===== src/rtl/gxlit_pkg.sv =====
// ----------------------------------------------------------------------------
// gxlit_pkg
// Types, the rule table and its lookup function shared by the transliterator.
// ----------------------------------------------------------------------------
package gxlit_pkg;

  localparam int WinDepth = 4;

  typedef struct packed {
    logic [7:0] in_byte;
    logic       end_text;
  } in_item_t;

  typedef struct packed {
    logic [7:0] out_byte;
    logic       no_char;
    logic       end_out;
  } out_item_t;

  typedef struct packed {
    logic        is4;
    logic [31:0] g;
    logic [15:0] lat;
  } rule_t;

  // Decision of the front end: wait, apply a rule, or pass the front byte.
  typedef enum logic [1:0] {DEC_WAIT, DEC_RULE, DEC_PASS} dec_t;

  // Work handed to the back end: up to two letters, or only an end marker.
  typedef struct packed {
    logic [1:0]  nlet;
    logic [15:0] lat;
    logic        fin;
  } job_t;

  function automatic rule_t r4(logic [31:0] g, logic [15:0] l);
    rule_t r;
    r.is4 = 1'b1;
    r.g   = g;
    r.lat = l;
    return r;
  endfunction

  function automatic rule_t r2(logic [15:0] g, logic [15:0] l);
    rule_t r;
    r.is4 = 1'b0;
    r.g   = {g, 16'h0000};
    r.lat = l;
    return r;
  endfunction

  function automatic rule_t rule_at(logic [6:0] i);
    rule_t r;
    case (i)
      7'd0:   r = r4(32'hCE9FCEA5, "OU");
      7'd1:   r = r4(32'hCE9FCF85, "Ou");
      7'd2:   r = r4(32'hCEBFCF85, "ou");
      7'd3:   r = r4(32'hCE91CEA5, "AU");
      7'd4:   r = r4(32'hCE91CF85, "Au");
      7'd5:   r = r4(32'hCEB1CF85, "au");
      7'd6:   r = r4(32'hCE95CEA5, "EU");
      7'd7:   r = r4(32'hCE95CF85, "Eu");
      7'd8:   r = r4(32'hCEB5CF85, "eu");
      7'd9:   r = r4(32'hCE91CE99, "AI");
      7'd10:  r = r4(32'hCE91CEB9, "Ai");
      7'd11:  r = r4(32'hCEB1CEB9, "ai");
      7'd12:  r = r4(32'hCE95CE99, "EI");
      7'd13:  r = r4(32'hCE95CEB9, "Ei");
      7'd14:  r = r4(32'hCEB5CEB9, "ei");
      7'd15:  r = r4(32'hCE9FCE99, "OI");
      7'd16:  r = r4(32'hCE9FCEB9, "Oi");
      7'd17:  r = r4(32'hCEBFCEB9, "oi");
      7'd18:  r = r4(32'hCE9CCEA0, "MP");
      7'd19:  r = r4(32'hCE9CCF80, "Mp");
      7'd20:  r = r4(32'hCEBCCF80, "mp");
      7'd21:  r = r4(32'hCE9DCEA4, "NT");
      7'd22:  r = r4(32'hCE9DCF84, "Nt");
      7'd23:  r = r4(32'hCEBDCF84, "nt");
      7'd24:  r = r4(32'hCE93CE9A, "GK");
      7'd25:  r = r4(32'hCE93CEBA, "Gk");
      7'd26:  r = r4(32'hCEB3CEBA, "gk");
      7'd27:  r = r4(32'hCE93CE93, "GG");
      7'd28:  r = r4(32'hCE93CEB3, "Gg");
      7'd29:  r = r4(32'hCEB3CEB3, "gg");
      7'd30:  r = r4(32'hCEA4CEA3, "TS");
      7'd31:  r = r4(32'hCEA4CF83, "Ts");
      7'd32:  r = r4(32'hCF84CF83, "ts");
      7'd33:  r = r4(32'hCEA4CE96, "TZ");
      7'd34:  r = r4(32'hCEA4CEB6, "Tz");
      7'd35:  r = r4(32'hCF84CEB6, "tz");
      7'd36:  r = r2(16'hCE86, {8'h00, "A"});
      7'd37:  r = r2(16'hCEAC, {8'h00, "a"});
      7'd38:  r = r2(16'hCE88, {8'h00, "E"});
      7'd39:  r = r2(16'hCEAD, {8'h00, "e"});
      7'd40:  r = r2(16'hCE89, {8'h00, "I"});
      7'd41:  r = r2(16'hCEAE, {8'h00, "i"});
      7'd42:  r = r2(16'hCE8A, {8'h00, "I"});
      7'd43:  r = r2(16'hCEAF, {8'h00, "i"});
      7'd44:  r = r2(16'hCEAA, {8'h00, "I"});
      7'd45:  r = r2(16'hCF8A, {8'h00, "i"});
      7'd46:  r = r2(16'hCE90, {8'h00, "i"});
      7'd47:  r = r2(16'hCE8C, {8'h00, "O"});
      7'd48:  r = r2(16'hCF8C, {8'h00, "o"});
      7'd49:  r = r2(16'hCE8E, {8'h00, "Y"});
      7'd50:  r = r2(16'hCF8D, {8'h00, "y"});
      7'd51:  r = r2(16'hCEAB, {8'h00, "Y"});
      7'd52:  r = r2(16'hCF8B, {8'h00, "y"});
      7'd53:  r = r2(16'hCEB0, {8'h00, "y"});
      7'd54:  r = r2(16'hCE8F, {8'h00, "O"});
      7'd55:  r = r2(16'hCF8E, {8'h00, "o"});
      7'd56:  r = r2(16'hCE91, {8'h00, "A"});
      7'd57:  r = r2(16'hCEB1, {8'h00, "a"});
      7'd58:  r = r2(16'hCE92, {8'h00, "V"});
      7'd59:  r = r2(16'hCEB2, {8'h00, "v"});
      7'd60:  r = r2(16'hCE93, {8'h00, "G"});
      7'd61:  r = r2(16'hCEB3, {8'h00, "g"});
      7'd62:  r = r2(16'hCE94, {8'h00, "D"});
      7'd63:  r = r2(16'hCEB4, {8'h00, "d"});
      7'd64:  r = r2(16'hCE95, {8'h00, "E"});
      7'd65:  r = r2(16'hCEB5, {8'h00, "e"});
      7'd66:  r = r2(16'hCE96, {8'h00, "Z"});
      7'd67:  r = r2(16'hCEB6, {8'h00, "z"});
      7'd68:  r = r2(16'hCE97, {8'h00, "I"});
      7'd69:  r = r2(16'hCEB7, {8'h00, "i"});
      7'd70:  r = r2(16'hCE98, "Th");
      7'd71:  r = r2(16'hCEB8, "th");
      7'd72:  r = r2(16'hCE99, {8'h00, "I"});
      7'd73:  r = r2(16'hCEB9, {8'h00, "i"});
      7'd74:  r = r2(16'hCE9A, {8'h00, "K"});
      7'd75:  r = r2(16'hCEBA, {8'h00, "k"});
      7'd76:  r = r2(16'hCE9B, {8'h00, "L"});
      7'd77:  r = r2(16'hCEBB, {8'h00, "l"});
      7'd78:  r = r2(16'hCE9C, {8'h00, "M"});
      7'd79:  r = r2(16'hCEBC, {8'h00, "m"});
      7'd80:  r = r2(16'hCE9D, {8'h00, "N"});
      7'd81:  r = r2(16'hCEBD, {8'h00, "n"});
      7'd82:  r = r2(16'hCE9E, {8'h00, "X"});
      7'd83:  r = r2(16'hCEBE, {8'h00, "x"});
      7'd84:  r = r2(16'hCE9F, {8'h00, "O"});
      7'd85:  r = r2(16'hCEBF, {8'h00, "o"});
      7'd86:  r = r2(16'hCEA0, {8'h00, "P"});
      7'd87:  r = r2(16'hCF80, {8'h00, "p"});
      7'd88:  r = r2(16'hCEA1, {8'h00, "R"});
      7'd89:  r = r2(16'hCF81, {8'h00, "r"});
      7'd90:  r = r2(16'hCEA3, {8'h00, "S"});
      7'd91:  r = r2(16'hCF83, {8'h00, "s"});
      7'd92:  r = r2(16'hCF82, {8'h00, "s"});
      7'd93:  r = r2(16'hCEA4, {8'h00, "T"});
      7'd94:  r = r2(16'hCF84, {8'h00, "t"});
      7'd95:  r = r2(16'hCEA5, {8'h00, "Y"});
      7'd96:  r = r2(16'hCF85, {8'h00, "y"});
      7'd97:  r = r2(16'hCEA6, {8'h00, "F"});
      7'd98:  r = r2(16'hCF86, {8'h00, "f"});
      7'd99:  r = r2(16'hCEA7, "Ch");
      7'd100: r = r2(16'hCF87, "ch");
      7'd101: r = r2(16'hCEA8, "Ps");
      7'd102: r = r2(16'hCF88, "ps");
      7'd103: r = r2(16'hCEA9, {8'h00, "O"});
      7'd104: r = r2(16'hCF89, {8'h00, "o"});
      7'd105: r = r2(16'hCC81, 16'h0000);
      7'd106: r = r2(16'hCE84, 16'h0000);
      default: r = r2(16'h0000, 16'h0000);
    endcase
    return r;
  endfunction

  localparam int TabLen = 107;

endpackage


===== src/rtl/gxlit_if.sv =====
// ----------------------------------------------------------------------------
// gxlit_if
// Valid/ready channel carrying one payload item.
// ----------------------------------------------------------------------------
interface gxlit_if #(
  parameter int W = 9
);
  logic         valid;
  logic         ready;
  logic [W-1:0] data;

  modport source (output valid, output data, input ready);
  modport sink (input valid, input data, output ready);
endinterface


===== src/rtl/gxlit_front.sv =====
// ----------------------------------------------------------------------------
// gxlit_front
// Window register and rule matcher. Each cycle, while the job queue has room, it
// takes one decision on the window: wait for more bytes, apply a rule, or pass
// the front byte, and hands the letters or end marker it makes to the job queue.
// ----------------------------------------------------------------------------
module gxlit_front (
  input  logic                clk,
  input  logic                rst_n,
  input  logic                in_valid,
  output logic                in_ready,
  input  gxlit_pkg::in_item_t in_item,
  output logic                job_valid,
  input  logic                job_ready,
  output gxlit_pkg::job_t     job
);
  import gxlit_pkg::*;

  logic [7:0] win_r [WinDepth];
  logic [7:0] win_nxt [WinDepth];
  logic [2:0] fill_r, fill_nxt;
  logic       fin_r, fin_nxt;
  logic       busy;
  dec_t       dec;
  logic       hit_is4;
  logic [15:0] hit_lat;
  logic [2:0] drop;

  // The window is busy while it holds a decidable run or a pending end.
  // An input byte is only taken when the matcher has nothing else to do.
  always_comb begin
    rule_t      r;
    logic [2:0] len;
    logic [31:0] w;
    logic       pre;
    logic       done;
    dec     = DEC_PASS;
    hit_is4 = 1'b0;
    hit_lat = '0;
    w       = {win_r[0], win_r[1], win_r[2], win_r[3]};
    done    = 1'b0;
    if (fill_r == 3'd0) begin
      dec  = DEC_WAIT;
      done = 1'b1;
    end
    for (int j = 0; j < TabLen; j++) begin
      r   = rule_at(7'(j));
      len = r.is4 ? 3'd4 : 3'd2;
      pre = 1'b1;
      for (int b = 0; b < WinDepth; b++) begin
        if (b < int'(fill_r) && b < int'(len) &&
            w[31-8*b -: 8] != r.g[31-8*b -: 8]) begin
          pre = 1'b0;
        end
      end
      if (!done && pre) begin
        if (fill_r >= len) begin
          dec     = DEC_RULE;
          hit_is4 = r.is4;
          hit_lat = r.lat;
          done    = 1'b1;
        end else if (!fin_r) begin
          dec  = DEC_WAIT;
          done = 1'b1;
        end
      end
    end
  end

  // Work is pending when a decision fires or a flushed end still owes its marker.
  assign busy     = (dec != DEC_WAIT) || fin_r;
  assign in_ready = !busy;

  always_comb begin
    job.fin  = 1'b0;
    job.lat  = '0;
    job.nlet = 2'd0;
    drop     = 3'd0;
    job_valid = 1'b0;
    case (dec)
      DEC_RULE: begin
        job_valid = 1'b1;
        job.lat   = hit_lat;
        job.nlet  = (hit_lat[15:8] != 8'h00) ? 2'd2 : ((hit_lat[7:0] != 8'h00) ? 2'd1 : 2'd0);
        drop      = hit_is4 ? 3'd4 : 3'd2;
      end
      DEC_PASS: begin
        job_valid = 1'b1;
        job.lat   = {8'h00, win_r[0]};
        job.nlet  = 2'd1;
        drop      = 3'd1;
      end
      DEC_WAIT: begin
        if (fin_r) begin
          job_valid = 1'b1;
          job.fin   = 1'b1;
        end
      end
      default: ;
    endcase
  end

  // A pass-through byte of value zero still counts as one letter.
  always_comb begin
    for (int i = 0; i < WinDepth; i++) win_nxt[i] = win_r[i];
    fill_nxt = fill_r;
    fin_nxt  = fin_r;
    if (job_valid && job_ready) begin
      if (job.fin) begin
        fin_nxt  = 1'b0;
        fill_nxt = 3'd0;
      end else begin
        for (int i = 0; i < WinDepth; i++) begin
          win_nxt[i] = (i + int'(drop) < WinDepth) ? win_r[i + int'(drop)] : 8'h00;
        end
        fill_nxt = fill_r - drop;
      end
    end else if (in_valid && in_ready) begin
      win_nxt[fill_r[1:0]] = in_item.in_byte;
      fill_nxt = fill_r + 3'd1;
      fin_nxt  = in_item.end_text;
    end
  end

  always_ff @(posedge clk) begin
    if (!rst_n) begin
      fill_r <= 3'd0;
      fin_r  <= 1'b0;
      for (int i = 0; i < WinDepth; i++) win_r[i] <= 8'h00;
    end else begin
      fill_r <= fill_nxt;
      fin_r  <= fin_nxt;
      for (int i = 0; i < WinDepth; i++) win_r[i] <= win_nxt[i];
    end
  end

endmodule


===== src/rtl/gxlit_queue.sv =====
// ----------------------------------------------------------------------------
// gxlit_queue
// Two-entry job queue between the matcher and the output sequencer.
// ----------------------------------------------------------------------------
module gxlit_queue (
  input  logic              clk,
  input  logic              rst_n,
  input  logic              wr_valid,
  output logic              wr_ready,
  input  gxlit_pkg::job_t   wr_job,
  output logic              rd_valid,
  input  logic              rd_ready,
  output gxlit_pkg::job_t   rd_job
);
  import gxlit_pkg::*;

  job_t       mem_r [2];
  logic       wp_r, rp_r;
  logic [1:0] cnt_r;
  logic       wr, rd;

  assign wr_ready = cnt_r != 2'd2;
  assign rd_valid = cnt_r != 2'd0;
  assign wr       = wr_valid && wr_ready;
  assign rd       = rd_valid && rd_ready;
  assign rd_job   = mem_r[rp_r];

  always_ff @(posedge clk) begin
    if (wr) mem_r[wp_r] <= wr_job;
  end

  always_ff @(posedge clk) begin
    if (!rst_n) begin
      wp_r  <= 1'b0;
      rp_r  <= 1'b0;
      cnt_r <= 2'd0;
    end else begin
      if (wr) wp_r <= !wp_r;
      if (rd) rp_r <= !rp_r;
      cnt_r <= cnt_r + {1'b0, wr} - {1'b0, rd};
    end
  end

endmodule


===== src/rtl/gxlit_back.sv =====
// ----------------------------------------------------------------------------
// gxlit_back
// Output sequencer. Unrolls each job into zero, one or two letter transfers
// or one end marker, through a registered output stage.
// ----------------------------------------------------------------------------
module gxlit_back (
  input  logic                 clk,
  input  logic                 rst_n,
  input  logic                 job_valid,
  output logic                 job_ready,
  input  gxlit_pkg::job_t      job,
  output logic                 out_valid,
  input  logic                 out_ready,
  output gxlit_pkg::out_item_t out_item
);
  import gxlit_pkg::*;

  logic      step_r, step_nxt;
  logic      ov_r, ov_nxt;
  out_item_t oi_r, oi_nxt;
  logic      slot_free;

  assign out_valid = ov_r;
  assign out_item  = oi_r;
  assign slot_free = !ov_r || out_ready;

  always_comb begin
    step_nxt  = step_r;
    ov_nxt    = ov_r && !out_ready;
    oi_nxt    = oi_r;
    job_ready = 1'b0;
    if (job_valid) begin
      if (job.fin) begin
        if (slot_free) begin
          ov_nxt    = 1'b1;
          oi_nxt    = '{out_byte: 8'h00, no_char: 1'b1, end_out: 1'b1};
          job_ready = 1'b1;
        end
      end else if (job.nlet == 2'd0) begin
        job_ready = 1'b1;
      end else if (slot_free) begin
        ov_nxt = 1'b1;
        if (job.nlet == 2'd2 && !step_r) begin
          oi_nxt   = '{out_byte: job.lat[15:8], no_char: 1'b0, end_out: 1'b0};
          step_nxt = 1'b1;
        end else begin
          oi_nxt    = '{out_byte: job.lat[7:0], no_char: 1'b0, end_out: 1'b0};
          step_nxt  = 1'b0;
          job_ready = 1'b1;
        end
      end
    end
  end

  always_ff @(posedge clk) begin
    oi_r <= oi_nxt;
    if (!rst_n) begin
      step_r <= 1'b0;
      ov_r   <= 1'b0;
    end else begin
      step_r <= step_nxt;
      ov_r   <= ov_nxt;
    end
  end

endmodule


===== src/rtl/greek_utf8_to_latin_transliterator_core.sv =====
// ----------------------------------------------------------------------------
// greek_utf8_to_latin_transliterator_core
// Greek UTF-8 to Latin letter transliterator, top level.
// ----------------------------------------------------------------------------
// Usage: UTF-8 text enters one byte per transfer on the in_ channel, with
// in_end_text set on the last byte. Latin bytes leave on the out_ channel;
// after the last byte of a text one transfer with out_no_char and out_end_out
// set marks the end. Both channels are valid/ready.
// The matcher holds a four-byte window and takes one decision per cycle
// against the rule table while the job queue has room; an input byte is
// taken only in a cycle with no decision to make. The output sequencer
// sends one letter per cycle while the receiver is ready. An input byte
// reaches the output through the window register, the job queue and the
// output register. A two-entry job queue lets the matcher go on while the
// receiver stalls; when it fills, the matcher holds its pending decision,
// so in_ready stays low. Reset empties the window, the queue and the
// output register; nothing else needs clearing.
// ----------------------------------------------------------------------------
module greek_utf8_to_latin_transliterator_core (
  input  logic clk,
  input  logic rst_n,
  gxlit_if.sink   in_ch,
  gxlit_if.source out_ch
);
  import gxlit_pkg::*;

  logic      fj_valid, fj_ready, bj_valid, bj_ready;
  job_t      fj, bj;
  in_item_t  in_item;
  out_item_t out_item;

  assign in_item = in_ch.data;
  assign out_ch.data = out_item;

  gxlit_front u_front (
    .clk, .rst_n,
    .in_valid (in_ch.valid), .in_ready (in_ch.ready), .in_item,
    .job_valid (fj_valid), .job_ready (fj_ready), .job (fj)
  );

  gxlit_queue u_queue (
    .clk, .rst_n,
    .wr_valid (fj_valid), .wr_ready (fj_ready), .wr_job (fj),
    .rd_valid (bj_valid), .rd_ready (bj_ready), .rd_job (bj)
  );

  gxlit_back u_back (
    .clk, .rst_n,
    .job_valid (bj_valid), .job_ready (bj_ready), .job (bj),
    .out_valid (out_ch.valid), .out_ready (out_ch.ready), .out_item
  );

endmodule


===== src/flat_wrapper.sv =====
// flat-port wrapper written by rule: the top's interface ports become plain ports
module greek_utf8_to_latin_transliterator_core_flat import gxlit_pkg::*;
  (clk, rst_n, in_ch_valid, in_ch_data, in_ch_ready, out_ch_valid, out_ch_data, out_ch_ready);
  gxlit_if #(.W(9)) in_ch_i ();
  gxlit_if #(.W(10)) out_ch_i ();
  input  logic clk;
  input  logic rst_n;
  input wire logic [$bits(in_ch_i.valid)-1:0] in_ch_valid;
  input wire logic [$bits(in_ch_i.data)-1:0] in_ch_data;
  output wire logic [$bits(in_ch_i.ready)-1:0] in_ch_ready;
  output wire logic [$bits(out_ch_i.valid)-1:0] out_ch_valid;
  output wire logic [$bits(out_ch_i.data)-1:0] out_ch_data;
  input wire logic [$bits(out_ch_i.ready)-1:0] out_ch_ready;
  assign in_ch_i.valid = in_ch_valid;
  assign in_ch_i.data = in_ch_data;
  assign in_ch_ready = in_ch_i.ready;
  assign out_ch_valid = out_ch_i.valid;
  assign out_ch_data = out_ch_i.data;
  assign out_ch_i.ready = out_ch_ready;
  greek_utf8_to_latin_transliterator_core u_core (.clk(clk), .rst_n(rst_n), .in_ch(in_ch_i), .out_ch(out_ch_i));
endmodule

===== config.mk =====
export PLATFORM = sky130hd
export DESIGN_NAME = greek_utf8_to_latin_transliterator_core_flat
export DESIGN_NICKNAME = d
export VERILOG_FILES = /design/src/rtl/gxlit_pkg.sv /design/src/rtl/gxlit_if.sv /design/src/rtl/gxlit_front.sv /design/src/rtl/gxlit_queue.sv /design/src/rtl/gxlit_back.sv /design/src/rtl/greek_utf8_to_latin_transliterator_core.sv /design/src/flat_wrapper.sv
export SDC_FILE = /design/constraint.sdc
export NUM_CORES = 1
export LEC_CHECK = 0
export BUFFER_PORTS_ARGS = -buffer_cell sky130_fd_sc_hd__buf_4
export CAP_MARGIN = 30
export CORE_UTILIZATION = 40
export DETAILED_ROUTE_END_ITERATION = 6
export GPL_TIMING_DRIVEN = 0
export PLACE_DENSITY = 0.52
export SYNTH_ARGS = -nofsm -noshare
export SYNTH_HDL_FRONTEND = slang
export SYNTH_SLANG_ARGS = --single-unit

===== constraint.sdc =====
create_clock -name clk -period 9.7 [get_ports clk]
set_clock_uncertainty 0.05 [all_clocks]
set_input_delay 2.91 -clock clk [delete_from_list [all_inputs] [get_ports clk]]
set_output_delay 2.91 -clock clk [all_outputs]
set_load 0.01 [all_outputs]

# Word level (Yosys, flattened, before mapping)
# Memories as Yosys holds them, arrays and structs flattened. A register that Yosys moved wholly into a read port is not among the register bits.
# Cells that the tools add are included.
# totals
register_bits	20
elab_cells	1707
n_memories	2
ram_bits	70
# memory_table
memory	words	word_bits	rd	rd_ports_with_merged_regs	wr	line	text
u_core.u_queue.mem_r	2	19	1	1	1	gxlit_queue.sv:17	job_t mem_r [2];
u_core.u_front.win_r	4	8	8	0	4	gxlit_front.sv:19	logic [7:0] win_r [WinDepth];
# op_classes
n_bitwise	7
add_sub_neg	7
n_reduce_logical	325
muxes	1253
order_cmp	12
n_eq_ne	91
# op_table
cell	count
$mux W16	213
$mux W1	690
$ne A8 B8 Y1 const B	84
$mux W2	323
$logic_and A1 B1 Y1	197
$logic_not A1 Y1	113
$lt A32 B4 Y1 const B	3
$mux W32	3
$mux W8	9
$mux W10	5
$pmux W18 S2	1
$bwmux W32	1
$demux W8 S2	1
$reduce_bool A8 Y1	2
$mux W15	1
$mux W3	4
$add A2 B3 Y4 const A	2
$reduce_and A4 Y1	2
$reduce_bool A2 Y1	4
$ge A3 B3 Y1 const B	2
$lt A1 B3 Y1 const A	2
$lt A2 B3 Y1 const A	2
$ne A2 B2 Y1 const B	3
$pmux W3 S2	1
20 further kinds	27

# Depth between registers and ports, before layout
# Gate-level depths: netlist (run 1).
# An unclocked memory read counts as a cell.
# logic_depth
ltp_word	335
mapped_depth	30

# By module
# Synthesis (run 1) repeated with hierarchy kept, for this count alone.
# hier_totals
hier_cells	1201
area_unflattened_um2	9203.8
# modules_own_cells
module	seq_area_each_um2	cells_each	n_inst	area_per_inst_um2
gxlit_front	720.7	1067	1	7033.0
gxlit_queue	1241.2	89	1	1635.3
gxlit_back	310.3	45	1	535.5

# Worst setup path before layout (run 1)
# No wires, ideal clock.
# synth_path
kind	register -> output
startpoint	mem u_core.u_front.win_r[0][5]
endpoint	out in_ch_ready
path_buffers	4
slack_ps	3175
stages_incl_launch_ff	17
required_ps	6740
arrival_ps	3565
cell_sequence	dfxtp_1 > buf_4 > and4bb_1 > buf_6 > a21oi_4 > buf_4 > o22ai_1 > a32oi_1 > a41oi_4 > or3_1 > buf_2 > o211ai_1 > a2111oi_2 > nand4_1 > nor2_1 > ha_1 > nor2b_1
# synth_lines
element	line	text
start, declared	gxlit_front.sv:19	
end, declared	flat_wrapper.sv:10	output wire logic [$bits(in_ch_i.ready)-1:0] in_ch_ready;

==> flow_summary.toml, run 1 <==
[outcome]
status = "complete, no violations"

[worst_setup_path]
endpoint_kind = "register"
crit_fanout = 10
cp.required_ns = 9.92
cp-start-kind = "register"
critPathArrivalTime_ns = 8.89
critPathKind = "register to register"

[placement]
port_buffers = 24
gp_congestion = 1.04
dpl.hpwl_um = 29600

[cts]
cts_buffers = 9
cts_tree = "yes"
clockBufferDepth = 2
postCtsHoldBufs = 0
cts-root-buf = "clkbuf_16"
cts_resized = 0
cts_setup_buffers = 0
htree_levels = 3
clkTransAtPathRegs_ns = 0.08
cts.sinks = 88
clkLatencyLatePin_ns = 0.38

[floorplan]
io_pins = 25
fp.dieH_um = 149
die_w_um = 149
core_um2 = 21100
rows = 53
start_util_pct = 41.0
die_area_um2 = 22200

[routing]
num_vias = 9712
drtIter0Drc = 1449
post-route-drc-count = 0
wire_per_inst_um = 27.3
drt_pass1_iterations = 6
wl_um = 38600
via_per_inst = 6.85
antenna_left = 0

[pwr]
powerDensity_nw_per_um2 = 264
p_leak_uw = 0.00292
irDropWorstVdd_mv = 0.131

[synthesis]
ys_ff_latch = 88
async_flop_share_pct = 0
syn_area_per_cell_um2 = 7.86
yosysTopAreaCell = "edfxtp_1"
syn-num-nets = 1126
ys_seq_area_share_pct = 25.6
yosysWarnings = 0
synth_common_cells = "118 x nor2_1, 108 x nand2_1, 77 x a21oi_1, 53 x clkbuf_1, 50 x o21ai_0"
syn-instance-count = 1099
ys_types = 104
netlist_area_um2 = 8640
yosysMostFrequentCell = "nor2_1"
synth_flop_cell = "edfxtp_1"
yosys.area.top_type_share_pct = 15.6
netlist_top_cells_area = "edfxtp_1 16%, dfxtp_1 10%, nor2_1 5.1%"
synth-edff-count = 45

[sta]
relSlewSlack_pct = 31.9
fin_crit_ns = 8.67
hold_slack_ns = 0.481
finalSetupViolCount = 0
hold_violations = 0
final_max_slew_viol_count = 0
setup-tns-final_ns = 0
tightest_slew_ns = 1.02
rsz0062_at_grt = "no"
max_clock_freq_ghz = 0.115
min_period_over_period_pct = 89.4

[layout]
layout-drive-gt1-share_pct = 10.9
diodes = 0
syn2layout_area_growth_pct = 9.99
nets = 1164

[global_routing]
grt_pass1_wl_um = 57400
grt_max_degree = 19
track_usage_pct = 35.2
grt_pass1_vias = 8902
grt_overflow = 0
antenna_found_initial = 0

[worst_hold_path]
holdCritPathClass = "register to register"

[job]
maxCapViolations = 0
-- cells by family after synthesis --
group,share of synthesized area (%)
buffers and inverters,5.88
flip-flops,25.6
multiplexers,8.09
XOR/XNOR,0.811
AND/OR/NAND/NOR,28.4
AO/OA/AOI/OAI,29.1
adder cells (fa/ha/maj),2.11
-- layout make-up --
| class | instances | area (um^2) |
|---|---|---|
| Fill cell | 2167 | 11600 |
| Clock inverter | 7 | 73.8 |
| Timing Repair Buffer | 27 | 215 |
| Tap cell | 275 | 344 |
| Clock buffer | 9 | 225 |
| Sequential cell | 88 | 2210 |
| Inverter | 24 | 90.1 |
| Multi-Input combinational cell | 894 | 5930 |
| Buffer | 93 | 418 |
-- routing by layer --
layer / up-vias / part of all wire [%] / track usage (%)
met5: - / 0 / 0
met4: 0 / 5.7 / 18.0
met3: 144 / 11 / 7.61
met2: 722 / 43 / 53.8
met1: 4538 / 40 / 46.6
li1: 4308 / - / -
-- state kept, by name, indices dropped and copies added, names as in the netlist, named ones only --
register and cells:
u_core.u_queue.mem_r 36, u_core.u_front.win_r 32, u_core.u_back.out_item 9, u_core.u_front.fill_r 3, u_core.u_queue.cnt_r 2, u_core.u_back.out_valid 1
u_core.u_back.step_r 1, u_core.u_front.fin_r 1, u_core.u_queue.rp_r 1, u_core.u_queue.wp_r 1
-- power by group --
part	switching (uW)	total, uW	internal, uW
sequential	99.0	604	505
combinational	1040	1540	506
clock	183	366	182
total	1320	2510	1190
-- worst max-delay path: stages, from the launching register on --
cell and delay, ns:
dfxtp_1 0.32, clkbuf_1 0.28, nor3b_1 0.76, nand2_1 0.38
o32ai_2 0.51, a32oi_1 0.23, a41oi_4 0.45, or3_1 0.17
buf_2 0.21, o211ai_1 0.20, a2111oi_2 0.52, nand4_1 0.32
nor2_1 0.30, ha_1 0.27, clkbuf_1 0.27, nor2b_1 0.61
nand3_1 0.15, nor3b_1 0.44, buf_4 0.33, ha_1 0.29
clkbuf_1 0.39, clkbuf_1 0.41, nor2_1 0.07, a211oi_1 0.23
a21oi_1 0.07, a211oi_1 0.30
-- metrics by stage --
stage / instance area (um^2) / utilization, % / total power, uW / cells / worst slack, ns
finish: 9500 / 45.1 / 2510 / 1417 / 1.03
global route: 9500 / 45.1 / 2640 / 1417 / 0.727
CTS: 9490 / 45.0 / 2460 / 1416 / 1.21
detailed placement: 9190 / 43.6 / 2090 / 1400 / 1.41
global placement: 9170 / 43.5 / 2100 / 1398 / 1.27
floorplan: 8640 / - / 1590 / 1099 / 3.17
-- final timing paths --
kind / startpoint / endpoint / slack (ns) / depth (start not counted)
setup reg to reg: u_core.u_front.win_r[1][4]$_SDFFE_PN0P_ / u_core.u_front.win_r[3][7]$_SDFFE_PN0P_ / 1.03 / 25
hold / removal: u_core.u_queue.rp_r$_SDFFE_PN0P_ / register / 0.48 / 2
setup / recovery: u_core.u_front.win_r[1][4]$_SDFFE_PN0P_ / u_core.u_front.win_r[3][7]$_SDFFE_PN0P_ / 1.03 / 25
hold reg to reg: u_core.u_queue.rp_r$_SDFFE_PN0P_ / register / 0.48 / 2
-- cells in the final DEF, fill, tap and decap left out, types with 11 or more instances in the layout --
cell      count
a211oi_1     39
nor2_1      116
mux2i_1      26
nand4_1      17
clkbuf_1     53
nand3_1      49
inv_1        23
dfxtp_1      43
buf_1        14
a22o_1       11
nand2_1     108
a21oi_1      77
edfxtp_1     45
ha_1         13
a311oi_1     12
nor3_1       37
o31ai_1      14
a31oi_1      17
buf_2        16
and2_1       15
mux4_2       15
o21ai_0      50
nor2b_1      23
buf_4        31
o22ai_1      14
(Power assumes the default switching activity.)
==> run 2, diff against run 1 <==
--- a/config.mk
+++ b/config.mk
@@ -5,6 +5,7 @@
 export SDC_FILE = /design/constraint.sdc
 export NUM_CORES = 1
 export LEC_CHECK = 0
+export ABC_AREA = 1
 export BUFFER_PORTS_ARGS = -buffer_cell sky130_fd_sc_hd__buf_4
 export CAP_MARGIN = 30
 export CORE_UTILIZATION = 40
==> run 2 against run 1 <==
The flow now finishes with violations (setup timing). Flip-flop and latch count is the same. Clock power is 1% higher. Cell area grew 37%. Via count up 24%. Global-route usage is 3.6 points lower. Cell count rose by 45%. Worst hold slack got worse by 0.038 ns. Routed wire length rose by 3.5%. Fmax shrank 41%. Die area increased by 12%. Non-clock buffer count rose by 128.
==> flow_summary.toml, run 2 <==
[job]
maxCapViolations = 0

[worst_setup_path]
critPathArrivalTime_ns = 11.84
cp-start-kind = "register"
endpoint_kind = "output port"
r2r_slack_ns = -3.40
regToRegEndpoint = "u_core.u_front.win_r[3][2]$_SDFFE_PN0P_"
crit_family = "buffers and inverters"
slowest_stage = "or4_1"
crit_fanout = 7
critPathBufInv = 47
critPathKind = "register to output port"
rr_worst_depth = 97
critPathMostFrequentCell = "buf_4"
cp.required_ns = 6.74
worstReg2RegStart = "u_core.u_front.win_r[0][4]$_SDFFE_PN0P_"
max_stage_delay_ns = 0.52

[synthesis]
synth_flop_cell = "edfxtp_1"
yosysWarnings = 0
synth-edff-count = 45
ys_ff_latch = 88
yosys.area.top_type_share_pct = 13.9
netlist_top_cells_area = "edfxtp_1 14%, nand2_1 11%, dfxtp_1 8.9%"
syn-instance-count = 1554
async_flop_share_pct = 0
syn-num-nets = 1581
yosysTopAreaCell = "edfxtp_1"
ys_seq_area_share_pct = 22.8
syn_area_per_cell_um2 = 6.25
netlist_area_um2 = 9720
yosysMostFrequentCell = "nand2_1"
synth_common_cells = "277 x nand2_1, 217 x inv_1, 167 x nor2_1, 162 x o21ai_0, 90 x nand4_1"
ys_types = 57

[floorplan]
rows = 56
die_area_um2 = 24900
fp.dieH_um = 158
core_um2 = 23700
io_pins = 25
die_w_um = 158
start_util_pct = 41.0

[sta]
tightest_slew_ns = 1.09
rsz0062_at_grt = "yes"
min_period_over_period_pct = 153
finalSetupViolCount = 112
fin_crit_ns = 14.80
max_clock_freq_ghz = 0.0676
hold_slack_ns = 0.443
final_max_slew_viol_count = 0
relSlewSlack_pct = 26.7
hold_violations = 0
setup_ws_ns = -5.10

[worst_hold_path]
min_to = "u_core.u_queue.cnt_r[1]$_SDFF_PN0_"
holdCritPathClass = "register to register"
hold_start = "u_core.u_queue.cnt_r[1]$_SDFF_PN0_"
holdPathStages = 1

[global_routing]
grt_overflow = 0
antenna_found_initial = 0
grt_pass1_vias = 10700
grt_pass1_wl_um = 60200
track_usage_pct = 31.6
grt_max_degree = 19

[pwr]
p_leak_uw = 0.00542
powerDensity_nw_per_um2 = 435
irDropWorstVdd_mv = 0.242

[routing]
wire_per_inst_um = 19.4
post-route-drc-count = 0
drtIter0Drc = 1312
antenna_left = 0
num_vias = 12100
drt_pass1_iterations = 6
via_per_inst = 5.85
wl_um = 40000

[cts]
clockBufferDepth = 2
cts_buffers = 9
cts.sinks = 88
htree_levels = 3
clkTransAtPathRegs_ns = 0.06
cts_tree = "yes"
cts-root-buf = "clkbuf_16"
clkLatencyLatePin_ns = 0.36

[placement]
gp_congestion = 0.966
dpl.hpwl_um = 29500
place_area_um2 = 10600
port_buffers = 24

[layout]
syn2layout_area_growth_pct = 34.0
diodes = 0
design_area_um2 = 13000
largest_reg_flops = 36
layout-drive-gt1-share_pct = 28.0
final_cell_mix = "242 x nand2_1, 202 x inv_1, 150 x nor2_1, 150 x buf_4, 123 x o21ai_0"
regMostFlops = "u_core.u_queue.mem_r"
layout_commonest_cell = "nand2_1"
nets = 1764

[outcome]
status = "finished with violations"
violations = "setup timing"
==> run 2: logic make-up (layout without fill, tap and decap cells) <==
group / after synthesis / count (layout) / share of synthesized area, %
buffers and inverters: 317 / 505 / 12.6
multiplexers: 4 / 4 / 0.412
AO/OA/AOI/OAI: 441 / 441 / 29.0
adder cells (fa/ha/maj): 14 / 14 / 1.88
flip-flops: 88 / 88 / 22.8
AND/OR/NAND/NOR: 685 / 685 / 32.9
XOR/XNOR: 5 / 5 / 0.451
==> run 2: how the worst max path moves through the flow <==
stage / from / endpoint / slack [ns] / cells after the start
final: u_core.u_front.win_r[0][4]$_SDFFE_PN0P_ / in_ch_ready / -5.10 / 88
after global routing: u_core.u_front.fill_r[0]$_SDFFE_PN0N_ / in_ch_ready / -5.88 / 80
after CTS: u_core.u_front.fill_r[2]$_SDFFE_PN0N_ / in_ch_ready / -4.66 / 83
after detailed placement: u_core.u_front.fill_r[2]$_SDFFE_PN0N_ / in_ch_ready / -5.30 / 81
after global placement: u_core.u_front.win_r[1][6]$_SDFFE_PN0P_ / in_ch_ready / -5.40 / 82
after floorplan: u_core.u_front.fill_r[0]$_SDFFE_PN0N_ / in_ch_ready / -2.89 / 80
==> run 2: repair_timing <==
item                                   CTS  global route
buffers inserted                        82            64
setup endpoints to repair              112           112
gates resized for setup                103           167
endpoints found under the hold margin    0             0
hold buffers                             0             0
pin swaps                               40            77
gates cloned                             0             5
==> run 2: power by group <==
| group | switching [uW] | internal, uW | total, uW |
|---|---|---|---|
| combinational | 2840 | 1710 | 4560 |
| sequential | 113 | 621 | 734 |
| clock | 166 | 205 | 371 |
==> run 2: layout make-up <==
cell class	instances	area [um^2]
Tap cell	319	399
Buffer	75	437
Clock buffer	9	225
Multi-Input combinational cell	1149	7120
Timing Repair Buffer	173	1500
Inverter	240	987
Fill cell	2369	10700
Timing Repair inverter	1	8.76
Sequential cell	88	2260
Clock inverter	7	88.8
==> run 2: per-layer routing <==
layer	vias to the layer above	GRT usage, %	routed length (um)	part of all wire [%]
met5	-	0	0	0
met4	0	8.78	968	2.4
met3	79	4.41	2960	7.4
met2	508	49.7	17900	45
met1	5661	44.8	18200	46
li1	5802	-	-	-
==> run 2: metrics by stage <==
step	instances	power, uW	utilization [%]	setup TNS [ns]	worst slack, ns
after floorplan	1554	3010	-	-116.99	-2.89
after global placement	1897	3940	44.7	-420.34	-5.40
after detailed placement	1897	3940	44.7	-408.97	-5.30
after CTS	1994	4710	50.1	-273.09	-4.66
after global routing	2061	6030	55.0	-422.14	-5.88
final	2061	5660	55.0	-330.88	-5.10
